$ cat config.mk
export PLATFORM = sky130hd
export DESIGN_NAME = lvn_ctrl
export DESIGN_NICKNAME = d
export VERILOG_FILES = /design/src/rtl/lvn_pkg.sv /design/src/rtl/lvn_ctrl.sv
export SDC_FILE = /design/constraint.sdc
export NUM_CORES = 1
export LEC_CHECK = 0
export BUFFER_PORTS_ARGS = -buffer_cell sky130_fd_sc_hd__buf_2
export CORE_ASPECT_RATIO = 1.25
export CORE_MARGIN = 10
export CORE_UTILIZATION = 46
export DETAILED_ROUTE_END_ITERATION = 6
export PLACE_DENSITY = 0.75
export RECOVER_POWER = 25
export SLEW_MARGIN = 20
export SYNTH_ARGS = -nofsm -noshare
export SYNTH_HDL_FRONTEND = slang
export SYNTH_SLANG_ARGS = --single-unit
$ cat constraint.sdc
create_clock -name clk -period 6 [get_ports clk]
set_input_delay 0.9 -clock clk [delete_from_list [all_inputs] [get_ports clk]]
set_output_delay 0.9 -clock clk [all_outputs]
set_load 0.01 [all_outputs]
$ cat src/rtl/lvn_pkg.sv
// Shared types and constants for the lattice value noise block.
// Used by the controller, the datapath, the top level and the port checker.
// No dependencies.
package lvn_pkg;

  // Request kinds carried on in_tuser
  localparam logic [1:0] REQ_LOAD  = 2'd0;
  localparam logic [1:0] REQ_BUILD = 2'd1;
  localparam logic [1:0] REQ_EVAL  = 2'd2;

  // Input tdata layout, lowest bit first
  localparam int IN_TDATA_W  = 128;
  localparam int OUT_TDATA_W = 16;
  localparam int IDX_LSB     = 0;
  localparam int VAL_LSB     = 8;
  localparam int DIM_LSB     = 24;
  localparam int X_LSB       = 26;
  localparam int COORD_W     = 32;

  // Coordinate selects
  localparam logic [1:0] SEL_X = 2'd0;
  localparam logic [1:0] SEL_Y = 2'd1;
  localparam logic [1:0] SEL_Z = 2'd2;

  // Datapath operations
  typedef logic [3:0] dp_op_t;
  localparam dp_op_t OP_NONE = 4'd0;
  localparam dp_op_t OP_LOAD = 4'd1;  // write one value table entry
  localparam dp_op_t OP_TAKE = 4'd2;  // latch coordinates
  localparam dp_op_t OP_FILL = 4'd3;  // identity fill of the permutation
  localparam dp_op_t OP_BRV  = 4'd4;  // build: read value[n]
  localparam dp_op_t OP_BMS  = 4'd5;  // build: scale to swap index
  localparam dp_op_t OP_BRP  = 4'd6;  // build: read perm[n] and perm[s]
  localparam dp_op_t OP_BW1  = 4'd7;  // build: perm[n] <= old perm[s]
  localparam dp_op_t OP_BW2  = 4'd8;  // build: perm[s] <= old perm[n]
  localparam dp_op_t OP_PISS = 4'd9;  // hash read issue
  localparam dp_op_t OP_PCAP = 4'd10; // hash read capture
  localparam dp_op_t OP_VISS = 4'd11; // corner value read issue
  localparam dp_op_t OP_VCAP = 4'd12; // corner value capture
  localparam dp_op_t OP_PEND = 4'd13; // park lower corner of a level
  localparam dp_op_t OP_BMUL = 4'd14; // blend multiply
  localparam dp_op_t OP_BADD = 4'd15; // blend add

  typedef struct packed {
    dp_op_t     op;
    logic [1:0] sel;      // coordinate for a hash read
    logic       add_h;    // add previous hash to the lattice coordinate
    logic       to_save;  // hash capture goes to the saved hash
    logic       clr_save; // start of a corner
    logic [2:0] cbit;     // corner offsets, x in bit 0
    logic [1:0] lev;      // blend level (dimension index)
    logic       cnt_clr;
    logic       out_load;
  } dp_cmd_t;

  typedef struct packed {
    logic cnt_last;
  } dp_stat_t;

endpackage

$ cat src/rtl/lvn_ctrl.sv
// Controller state machine of the lattice value noise block.
// Sequences loads, permutation builds and evaluations; depends on lvn_pkg.
module lvn_ctrl (
  input  logic               clk,
  input  logic               rst_n,
  input  logic               in_tvalid,
  output logic               in_tready,
  input  logic [1:0]         req,
  input  logic [1:0]         dims_in,
  output logic               out_tvalid,
  input  logic               out_tready,
  output lvn_pkg::dp_cmd_t   cmd,
  input  lvn_pkg::dp_stat_t  stat
);

  localparam logic [3:0] S_IDLE  = 4'd0;
  localparam logic [3:0] S_FILL  = 4'd1;
  localparam logic [3:0] S_BRV   = 4'd2;
  localparam logic [3:0] S_BMS   = 4'd3;
  localparam logic [3:0] S_BRP   = 4'd4;
  localparam logic [3:0] S_BW1   = 4'd5;
  localparam logic [3:0] S_BW2   = 4'd6;
  localparam logic [3:0] S_EISS  = 4'd7;
  localparam logic [3:0] S_ECAP  = 4'd8;
  localparam logic [3:0] S_ELEV  = 4'd9;
  localparam logic [3:0] S_EBLA  = 4'd10;
  localparam logic [3:0] S_EDONE = 4'd11;

  logic [3:0] state_r, state_nxt;
  logic [1:0] dims_r, dims_nxt;
  logic [2:0] ccnt_r, ccnt_nxt;
  logic [1:0] sidx_r, sidx_nxt;
  logic [1:0] lev_r, lev_nxt;
  logic       out_valid_r, out_valid_nxt;
  logic [2:0] cbit;
  logic       is_val;

  assign in_tready  = (state_r == S_IDLE);
  assign out_tvalid = out_valid_r;
  assign is_val     = (sidx_r == dims_r);

  // corner offsets per dimension; the last dimension varies fastest
  always_comb begin
    cbit = 3'b000;
    case (dims_r)
      2'd3:    cbit = {ccnt_r[0], ccnt_r[1], ccnt_r[2]};
      2'd2:    cbit = {1'b0, ccnt_r[0], ccnt_r[1]};
      default: cbit = {2'b00, ccnt_r[0]};
    endcase
  end

  // next state and commands
  always_comb begin
    state_nxt     = state_r;
    dims_nxt      = dims_r;
    ccnt_nxt      = ccnt_r;
    sidx_nxt      = sidx_r;
    lev_nxt       = lev_r;
    out_valid_nxt = out_valid_r & ~out_tready;
    cmd           = '0;
    cmd.sel       = dims_r - 2'd1 - sidx_r;
    cmd.add_h     = (sidx_r == 2'd1);
    cmd.to_save   = (dims_r == 2'd3) && (sidx_r == 2'd1);
    cmd.clr_save  = (sidx_r == 2'd0);
    cmd.cbit      = cbit;
    cmd.lev       = lev_r;
    unique case (state_r)
      S_IDLE: begin
        if (in_tvalid) begin
          case (req)
            lvn_pkg::REQ_LOAD: cmd.op = lvn_pkg::OP_LOAD;
            lvn_pkg::REQ_BUILD: begin
              cmd.cnt_clr = 1'b1;
              state_nxt   = S_FILL;
            end
            lvn_pkg::REQ_EVAL: begin
              cmd.op    = lvn_pkg::OP_TAKE;
              dims_nxt  = (dims_in == 2'd0) ? 2'd1 : dims_in;
              ccnt_nxt  = 3'd0;
              sidx_nxt  = 2'd0;
              state_nxt = S_EISS;
            end
            default: ;
          endcase
        end
      end
      S_FILL: begin
        cmd.op = lvn_pkg::OP_FILL;
        if (stat.cnt_last) state_nxt = S_BRV;
      end
      S_BRV: begin
        cmd.op    = lvn_pkg::OP_BRV;
        state_nxt = S_BMS;
      end
      S_BMS: begin
        cmd.op    = lvn_pkg::OP_BMS;
        state_nxt = S_BRP;
      end
      S_BRP: begin
        cmd.op    = lvn_pkg::OP_BRP;
        state_nxt = S_BW1;
      end
      S_BW1: begin
        cmd.op    = lvn_pkg::OP_BW1;
        state_nxt = S_BW2;
      end
      S_BW2: begin
        cmd.op    = lvn_pkg::OP_BW2;
        state_nxt = stat.cnt_last ? S_IDLE : S_BRV;
      end
      S_EISS: begin
        cmd.op    = is_val ? lvn_pkg::OP_VISS : lvn_pkg::OP_PISS;
        state_nxt = S_ECAP;
      end
      S_ECAP: begin
        if (is_val) begin
          cmd.op    = lvn_pkg::OP_VCAP;
          lev_nxt   = dims_r - 2'd1;
          state_nxt = S_ELEV;
        end else begin
          cmd.op    = lvn_pkg::OP_PCAP;
          sidx_nxt  = sidx_r + 2'd1;
          state_nxt = S_EISS;
        end
      end
      S_ELEV: begin
        // lower corner of this level waits; upper corner blends
        if (!cbit[lev_r]) begin
          cmd.op    = lvn_pkg::OP_PEND;
          ccnt_nxt  = ccnt_r + 3'd1;
          sidx_nxt  = 2'd0;
          state_nxt = S_EISS;
        end else begin
          cmd.op    = lvn_pkg::OP_BMUL;
          state_nxt = S_EBLA;
        end
      end
      S_EBLA: begin
        cmd.op = lvn_pkg::OP_BADD;
        if (lev_r == 2'd0) begin
          state_nxt = S_EDONE;
        end else begin
          lev_nxt   = lev_r - 2'd1;
          state_nxt = S_ELEV;
        end
      end
      S_EDONE: begin
        if (!out_valid_r || out_tready) begin
          cmd.out_load  = 1'b1;
          out_valid_nxt = 1'b1;
          state_nxt     = S_IDLE;
        end
      end
      default: state_nxt = S_IDLE;
    endcase
  end

  always_ff @(posedge clk) begin
    if (!rst_n) begin
      state_r     <= S_IDLE;
      dims_r      <= 2'd1;
      ccnt_r      <= 3'd0;
      sidx_r      <= 2'd0;
      lev_r       <= 2'd0;
      out_valid_r <= 1'b0;
    end else begin
      state_r     <= state_nxt;
      dims_r      <= dims_nxt;
      ccnt_r      <= ccnt_nxt;
      sidx_r      <= sidx_nxt;
      lev_r       <= lev_nxt;
      out_valid_r <= out_valid_nxt;
    end
  end

endmodule

==> results.toml, run 1 <==
[status]
status = "finished, final reports clean"

[critical_path]
end_kind = "output port"
worstSetupPathType = "flop to output port"
crit_arrival_ps = 2460
path_cells = "and4bb_1 > o211a_2 > and2_0 > or4_1 > buf_2"
cp_data_required_time_ps = 5100
cpMaxStageDelayCell = "dfxtp_1"
cp-start-kind = "flop"
crit_fanout = 19
path_delay_family = "simple AND/OR/NAND/NOR gates"
worst-path-buf-inv = 1
max_stage_delay_ps = 740

[layout]
ff_latch_area_um2 = 280
fill_cells = 277
drive_gt1_share_pct = 19.5
design.final.nets = 192
n_antenna_cell = 0
area_growth_syn_to_layout_pct = 12.4
multi_input_area_um2 = 881
fin_util_pct = 53.1

[routing]
drc = 0
routed_wl_mm = 3.42
via_per_inst = 6.31
first_pass_iters = 5
num_vias = 1312
first_iter_violations = 120
wl_per_cell_um = 16.4
ant_nets = 0

[grt]
grt-ovfl-total = 0
grt_pass1_vias = 1233
grt_pass1_wl_mm = 5.61
grt_antenna_before_repair = 0
track_usage_pct = 12.9
grt_max_degree = 23

[clocking]
cts.path.max_buffers = 2
cts_max_level = 1
cts_setup_buffers = 0
clock_sinks = 14
clk_latency_ps = 280
clk_pin_slew_ps = 90
cts_buffers = 3
cts-resized-gates = 0
cts_tree = "yes"
cts_root_buf = "clkbuf_4"
ctsHoldBuffers = 0

[synth]
mappedNetlistNets = 169
synth_seq_area_share_pct = 22.6
synth_edf_count = 0
synth_area_leaders = "dfxtp_1 (23%), ha_1 (7.0%), a21oi_1 (6.0%)"
yosysTopAreaCell = "dfxtp_1"
synth_top_cell_area_share_pct = 22.6
ys_async_sr_fraction_pct = 0
synth_common_cells = "a21oi_1 (15), dfxtp_1 (14), inv_1 (12)"
synth.most_common_cell = "a21oi_1"
syn_area_um2 = 1240
ys_types = 55
avgSynthCellArea_um2 = 8.12
synthFlopType = "dfxtp_1"
syn_inst = 153
ys_seq_elements = 14
ys_warn_count = 0

[power]
leakagePower_nw = 0.594
total_power_w = 0.000302
vdd.ir_drop.worst_mv = 0.149
p_per_area_nw_per_um2 = 217

[place]
gp_congestion = 0.818
port_buffers = 26
dp_hpwl_mm = 2.61

[timing]
fin_skew_ps = 3.95
fmax_ghz = 0.298
worst_pin_slew_ps = 664
rsz0062_at_grt = "no"
finalSetupTns_ps = 0
finalSetupViolCount = 0
period_share_pct = 56.0
finalHoldViolCount = 0
slew_headroom_pct = 55.6
period_needed_ps = 3360
maxSlewViolCount = 0

[floorplan]
fp.dieArea_um2 = 5190
die_x_um = 66.5
die-height_um = 78.1
rows = 21
initial_utilization_pct = 47.3
core_area_um2 = 2630
pin_count = 27

[hold_path]
hold_path_class = "flop to flop"

[run]
max_cap_viol_count = 0
==> power by group <==
group | total [W] | internal [W] | switching [W]
combinational | 0.000121 | 0.0000538 | 0.0000674
sequential | 0.000126 | 0.0000999 | 0.0000265
clock | 0.0000549 | 0.0000233 | 0.0000316
==> sequential cells by signal, summed over array words and instances (netlist names) <==
register	count
state_r	4
ccnt_r	3
dims_r	2
lev_r	2
sidx_r	2
out_tvalid	1
==> routing by layer <==
layer,global-route usage [%],wire length [um],vias to the layer above
li1,-,-,621
met1,14.6,1380,631
met2,22.8,1760,50
met3,1.99,214,10
met4,5.46,66,0
met5,0,0,-
==> metrics by stage <==
step | hold WS [ps] | cell area (um^2) | setup slack, ps | instances
2_1_floorplan | 515 | 1240 | 3340 | 153
3_3_place_gp | 555 | 1380 | 3090 | 205
3_5_place_dp | 561 | 1380 | 3080 | 205
4_1_cts | 573 | 1400 | 2790 | 208
5_1_grt | 623 | 1400 | 2510 | 208
6_report | 570 | 1400 | 2640 | 208
==> final timing paths <==
check                                 from          to  slack [ps]  cells after the start
worst max-delay path            state_r[1]     cmd[12]        2640                      5
worst min-delay path              lev_r[1]    lev_r[1]         570                      2
worst max register to register  state_r[1]  state_r[2]        4020                      4
worst min register to register    lev_r[1]    lev_r[1]         570                      2
==> layout make-up <==
class,instances,area share (%)
multi-input cells,119,63.1
flip-flops and latches,14,20.1
clock buffers,3,1.61
inverters,12,3.23
well taps,34,3.05
repair buffers,26,8.96
==> worst min-delay path: stages (launching register included) <==
cell      delay [ps]
dfxtp_1          350
a21oi_1          120
a311oi_1          50
==> kinds of logic (layout without fill, tap and decap cells) <==
family	Yosys count	after routing	share of synthesized area, %
compound gates	57	57	33.3
buf+inv	20	41	6.34
simple gates	50	50	27.0
mux	2	2	1.61
flops	14	14	22.6
xor+xnor	3	3	2.12
fa+ha+maj	7	7	7.05
==> cell usage in the layout, fill, tap and decap left out, types with 2 or more instances in the layout <==
cell type,netlist,routed
a211oi_1,3,3
a21boi_0,2,2
a21oi_1,15,15
a311o_1,2,2
and2_2,2,2
and4bb_1,2,2
buf_2,3,22
clkbuf_1,5,4
clkbuf_4,0,3
dfxtp_1,14,14
ha_1,7,7
inv_1,12,12
mux2i_1,2,2
nand2_1,7,7
nand2b_1,4,4
nand3_1,2,2
nand4b_1,3,3
nor2_1,6,6
nor2b_1,6,6
nor3_1,2,2
nor3b_1,5,5
o211ai_1,2,2
o21a_1,2,2
o21ai_0,6,6
o21ai_1,2,2
o221a_1,2,2
o22a_1,2,2
o311a_1,2,2
o31ai_1,3,3
xnor2_1,2,2
No activity file was read; power rests on OpenSTA's default activity.
==> inputs of run 2 (changes only) <==
--- a/config.mk
+++ b/config.mk
@@ -5,12 +5,13 @@
 export SDC_FILE = /design/constraint.sdc
 export NUM_CORES = 1
 export LEC_CHECK = 0
+export ABC_AREA = 1
 export BUFFER_PORTS_ARGS = -buffer_cell sky130_fd_sc_hd__buf_2
 export CORE_ASPECT_RATIO = 1.25
 export CORE_MARGIN = 10
 export CORE_UTILIZATION = 46
 export DETAILED_ROUTE_END_ITERATION = 6
-export PLACE_DENSITY = 0.75
+export PLACE_DENSITY = 0.79
 export RECOVER_POWER = 25
 export SLEW_MARGIN = 20
 export SYNTH_ARGS = -nofsm -noshare
==> constraint.sdc (replaced) <==
create_clock -name clk -period 2.74 [get_ports clk]
set_input_delay 0.411 -clock clk [delete_from_list [all_inputs] [get_ports clk]]
set_output_delay 0.411 -clock clk [all_outputs]
set_load 0.01 [all_outputs]
==> run 2 against run 1 <==
Sequential cell count unchanged. Non-clock buffer count unchanged. Final cell count grew 15%. Clock power rose by 110%. Register-to-register slack got worse by 2900 ps. Critical endpoint is now cmd[13]. Largest power group is now combinational logic.
==> results.toml, run 2 <==
[status]
status = "finished, final reports clean"

[synth]
synth_seq_area_share_pct = 25.0
ys_async_sr_fraction_pct = 0
synth.most_common_cell = "nand2_1"
syn_inst = 179
synthFlopType = "dfxtp_1"
synth_edf_count = 0
ys_warn_count = 0
synth_top_cell_area_share_pct = 25.0
synth_area_leaders = "dfxtp_1 (25%), nand2_1 (15%), inv_1 (8.0%)"
ys_seq_elements = 14
mappedNetlistNets = 195
syn_area_um2 = 1120
synth_common_cells = "nand2_1 (45), inv_1 (24), a21oi_1 (17)"
ys_types = 24
yosysTopAreaCell = "dfxtp_1"
avgSynthCellArea_um2 = 6.27

[power]
leakagePower_nw = 0.669
vdd.ir_drop.worst_mv = 0.398
p_per_area_nw_per_um2 = 461

[timing]
setup_ws_ps = 520
fmax_ghz = 0.450
finalHoldViolCount = 0
worst_pin_slew_ps = 306
period_share_pct = 81.0
slew_headroom_pct = 79.5
maxSlewViolCount = 0
period_needed_ps = 2220
rsz0062_at_grt = "no"
fin_skew_ps = 6.08
finalSetupTns_ps = 0
finalSetupViolCount = 0

[routing]
first_pass_iters = 4
routed_wl_mm = 2.84
first_iter_violations = 40
num_vias = 1204
via_per_inst = 5.04
wl_per_cell_um = 11.9
drc = 0
ant_nets = 0

[critical_path]
crit_fanout = 4
crit_top_cell = "nand2_1"
worstSetupPathType = "flop to output port"
max_stage_delay_ps = 370
path_delay_family = "simple AND/OR/NAND/NOR gates"
cpMaxStageDelayCell = "dfxtp_1"
path_cells = "inv_1 > ha_1 > nand2_1 > nand2_1 > inv_1 > nand3_1 > nand2_1 > nand2_1 > a21oi_1 > nand4_1 > buf_2"
cp-start-kind = "flop"
end_kind = "output port"
worst-path-buf-inv = 3
crit_arrival_ps = 1810
cp_data_required_time_ps = 2330

[hold_path]
hold_path_class = "primary input to flop"

[layout]
largest_reg_flops = 4
final_cell_mix = "nand2_1 (46), inv_1 (24), buf_2 (22)"
multi_input_area_um2 = 721
fin_util_pct = 57.7
ff_latch_area_um2 = 280
regMostFlops = "state_r"
drive_gt1_share_pct = 21.6
reg_top3 = "state_r x4, ccnt_r x3"
area_growth_syn_to_layout_pct = 16.2
design.final.nets = 226
layout_commonest_cell = "nand2_1"
final_area_um2 = 1300
n_antenna_cell = 0
fill_cells = 241

[floorplan]
core_area_um2 = 2260
fp.dieArea_um2 = 4830
initial_utilization_pct = 49.7
rows = 19
die_x_um = 64.2
pin_count = 27
die-height_um = 75.2

[run]
max_cap_viol_count = 0

[place]
dpl_cell_area_um2 = 1290
pre_cts_slack_ps = 825
gp_congestion = 0.940
dp_hpwl_mm = 2.40
port_buffers = 26

[clocking]
cts_max_level = 1
cts.path.max_buffers = 2
clk_latency_ps = 280
cts_root_buf = "clkbuf_4"
ctsHoldBuffers = 0
cts-resized-gates = 0
cts_tree = "yes"
clock_sinks = 14
cts_buffers = 3
cts_setup_buffers = 0
clk_pin_slew_ps = 80

[grt]
grt_pass1_vias = 1190
grt_antenna_before_repair = 0
track_usage_pct = 12.3
grt_pass1_wl_mm = 4.92
grt_max_degree = 10
grt-ovfl-total = 0
==> run 2: through the flow <==
step	hold slack [ps]	cells	total power, W
finish	356	239	0.000601
global placement	502	236	0.000491
global route	368	239	0.000648
floorplan	467	179	0.000416
detailed placement	505	236	0.000493
CTS	351	239	0.000609
==> run 2: worst paths after layout <==
check | startpoint | depth (start not counted) | to | slack (ps)
worst max register to register | dims_r[0] | 12 | ccnt_r[0] | 1140
worst min-delay path | dims_in[0] | 3 | dims_r[0] | 360
worst min register to register | out_tvalid | 2 | out_tvalid | 520
worst max-delay path | dims_r[0] | 11 | cmd[13] | 520
==> run 2: layer usage <==
| metal | GRT usage (%) | up-vias | wire [um] |
|---|---|---|---|
| li1 | - | 641 | - |
| met1 | 12.7 | 526 | 1210 |
| met2 | 22.3 | 30 | 1390 |
| met3 | 4.15 | 7 | 185 |
| met4 | 5.71 | 0 | 59 |
| met5 | 0 | - | 0 |
==> run 2: area by class of cell <==
type	instances	share of cell area [%]
Inverter	31	8.93
Sequential cell	14	21.5
Clock buffer	3	1.73
Tap cell	31	2.98
Multi-Input combinational cell	134	55.3
Timing Repair Buffer	26	9.60
==> run 2: logic make-up after synthesis <==
kind of cell / share of synthesized area [%]
flops: 25.0
simple gates: 40.5
xor+xnor: 2.34
fa+ha+maj: 7.80
compound gates: 14.0
buf+inv: 10.4
==> run 2: worst register-to-register path, cell delays in order (launching register included) <==
cell and delay, ps:
dfxtp_1 370, inv_1 70, ha_1 220, nand2_1 70
nand2_1 50, inv_1 60, nand3_1 60, nand2_1 100
nand2_1 80, nand2_2 110, nand3_1 120, o21ai_1 140
inv_1 40
==> run 2: power breakdown <==
| group | total, W | switching, W | internal (W) |
|---|---|---|---|
| combinational | 0.000251 | 0.000157 | 0.0000938 |
| sequential | 0.000231 | 0.0000146 | 0.000217 |
| clock | 0.000118 | 0.0000674 | 0.0000511 |
| total | 0.000601 | 0.000239 | 0.000362 |
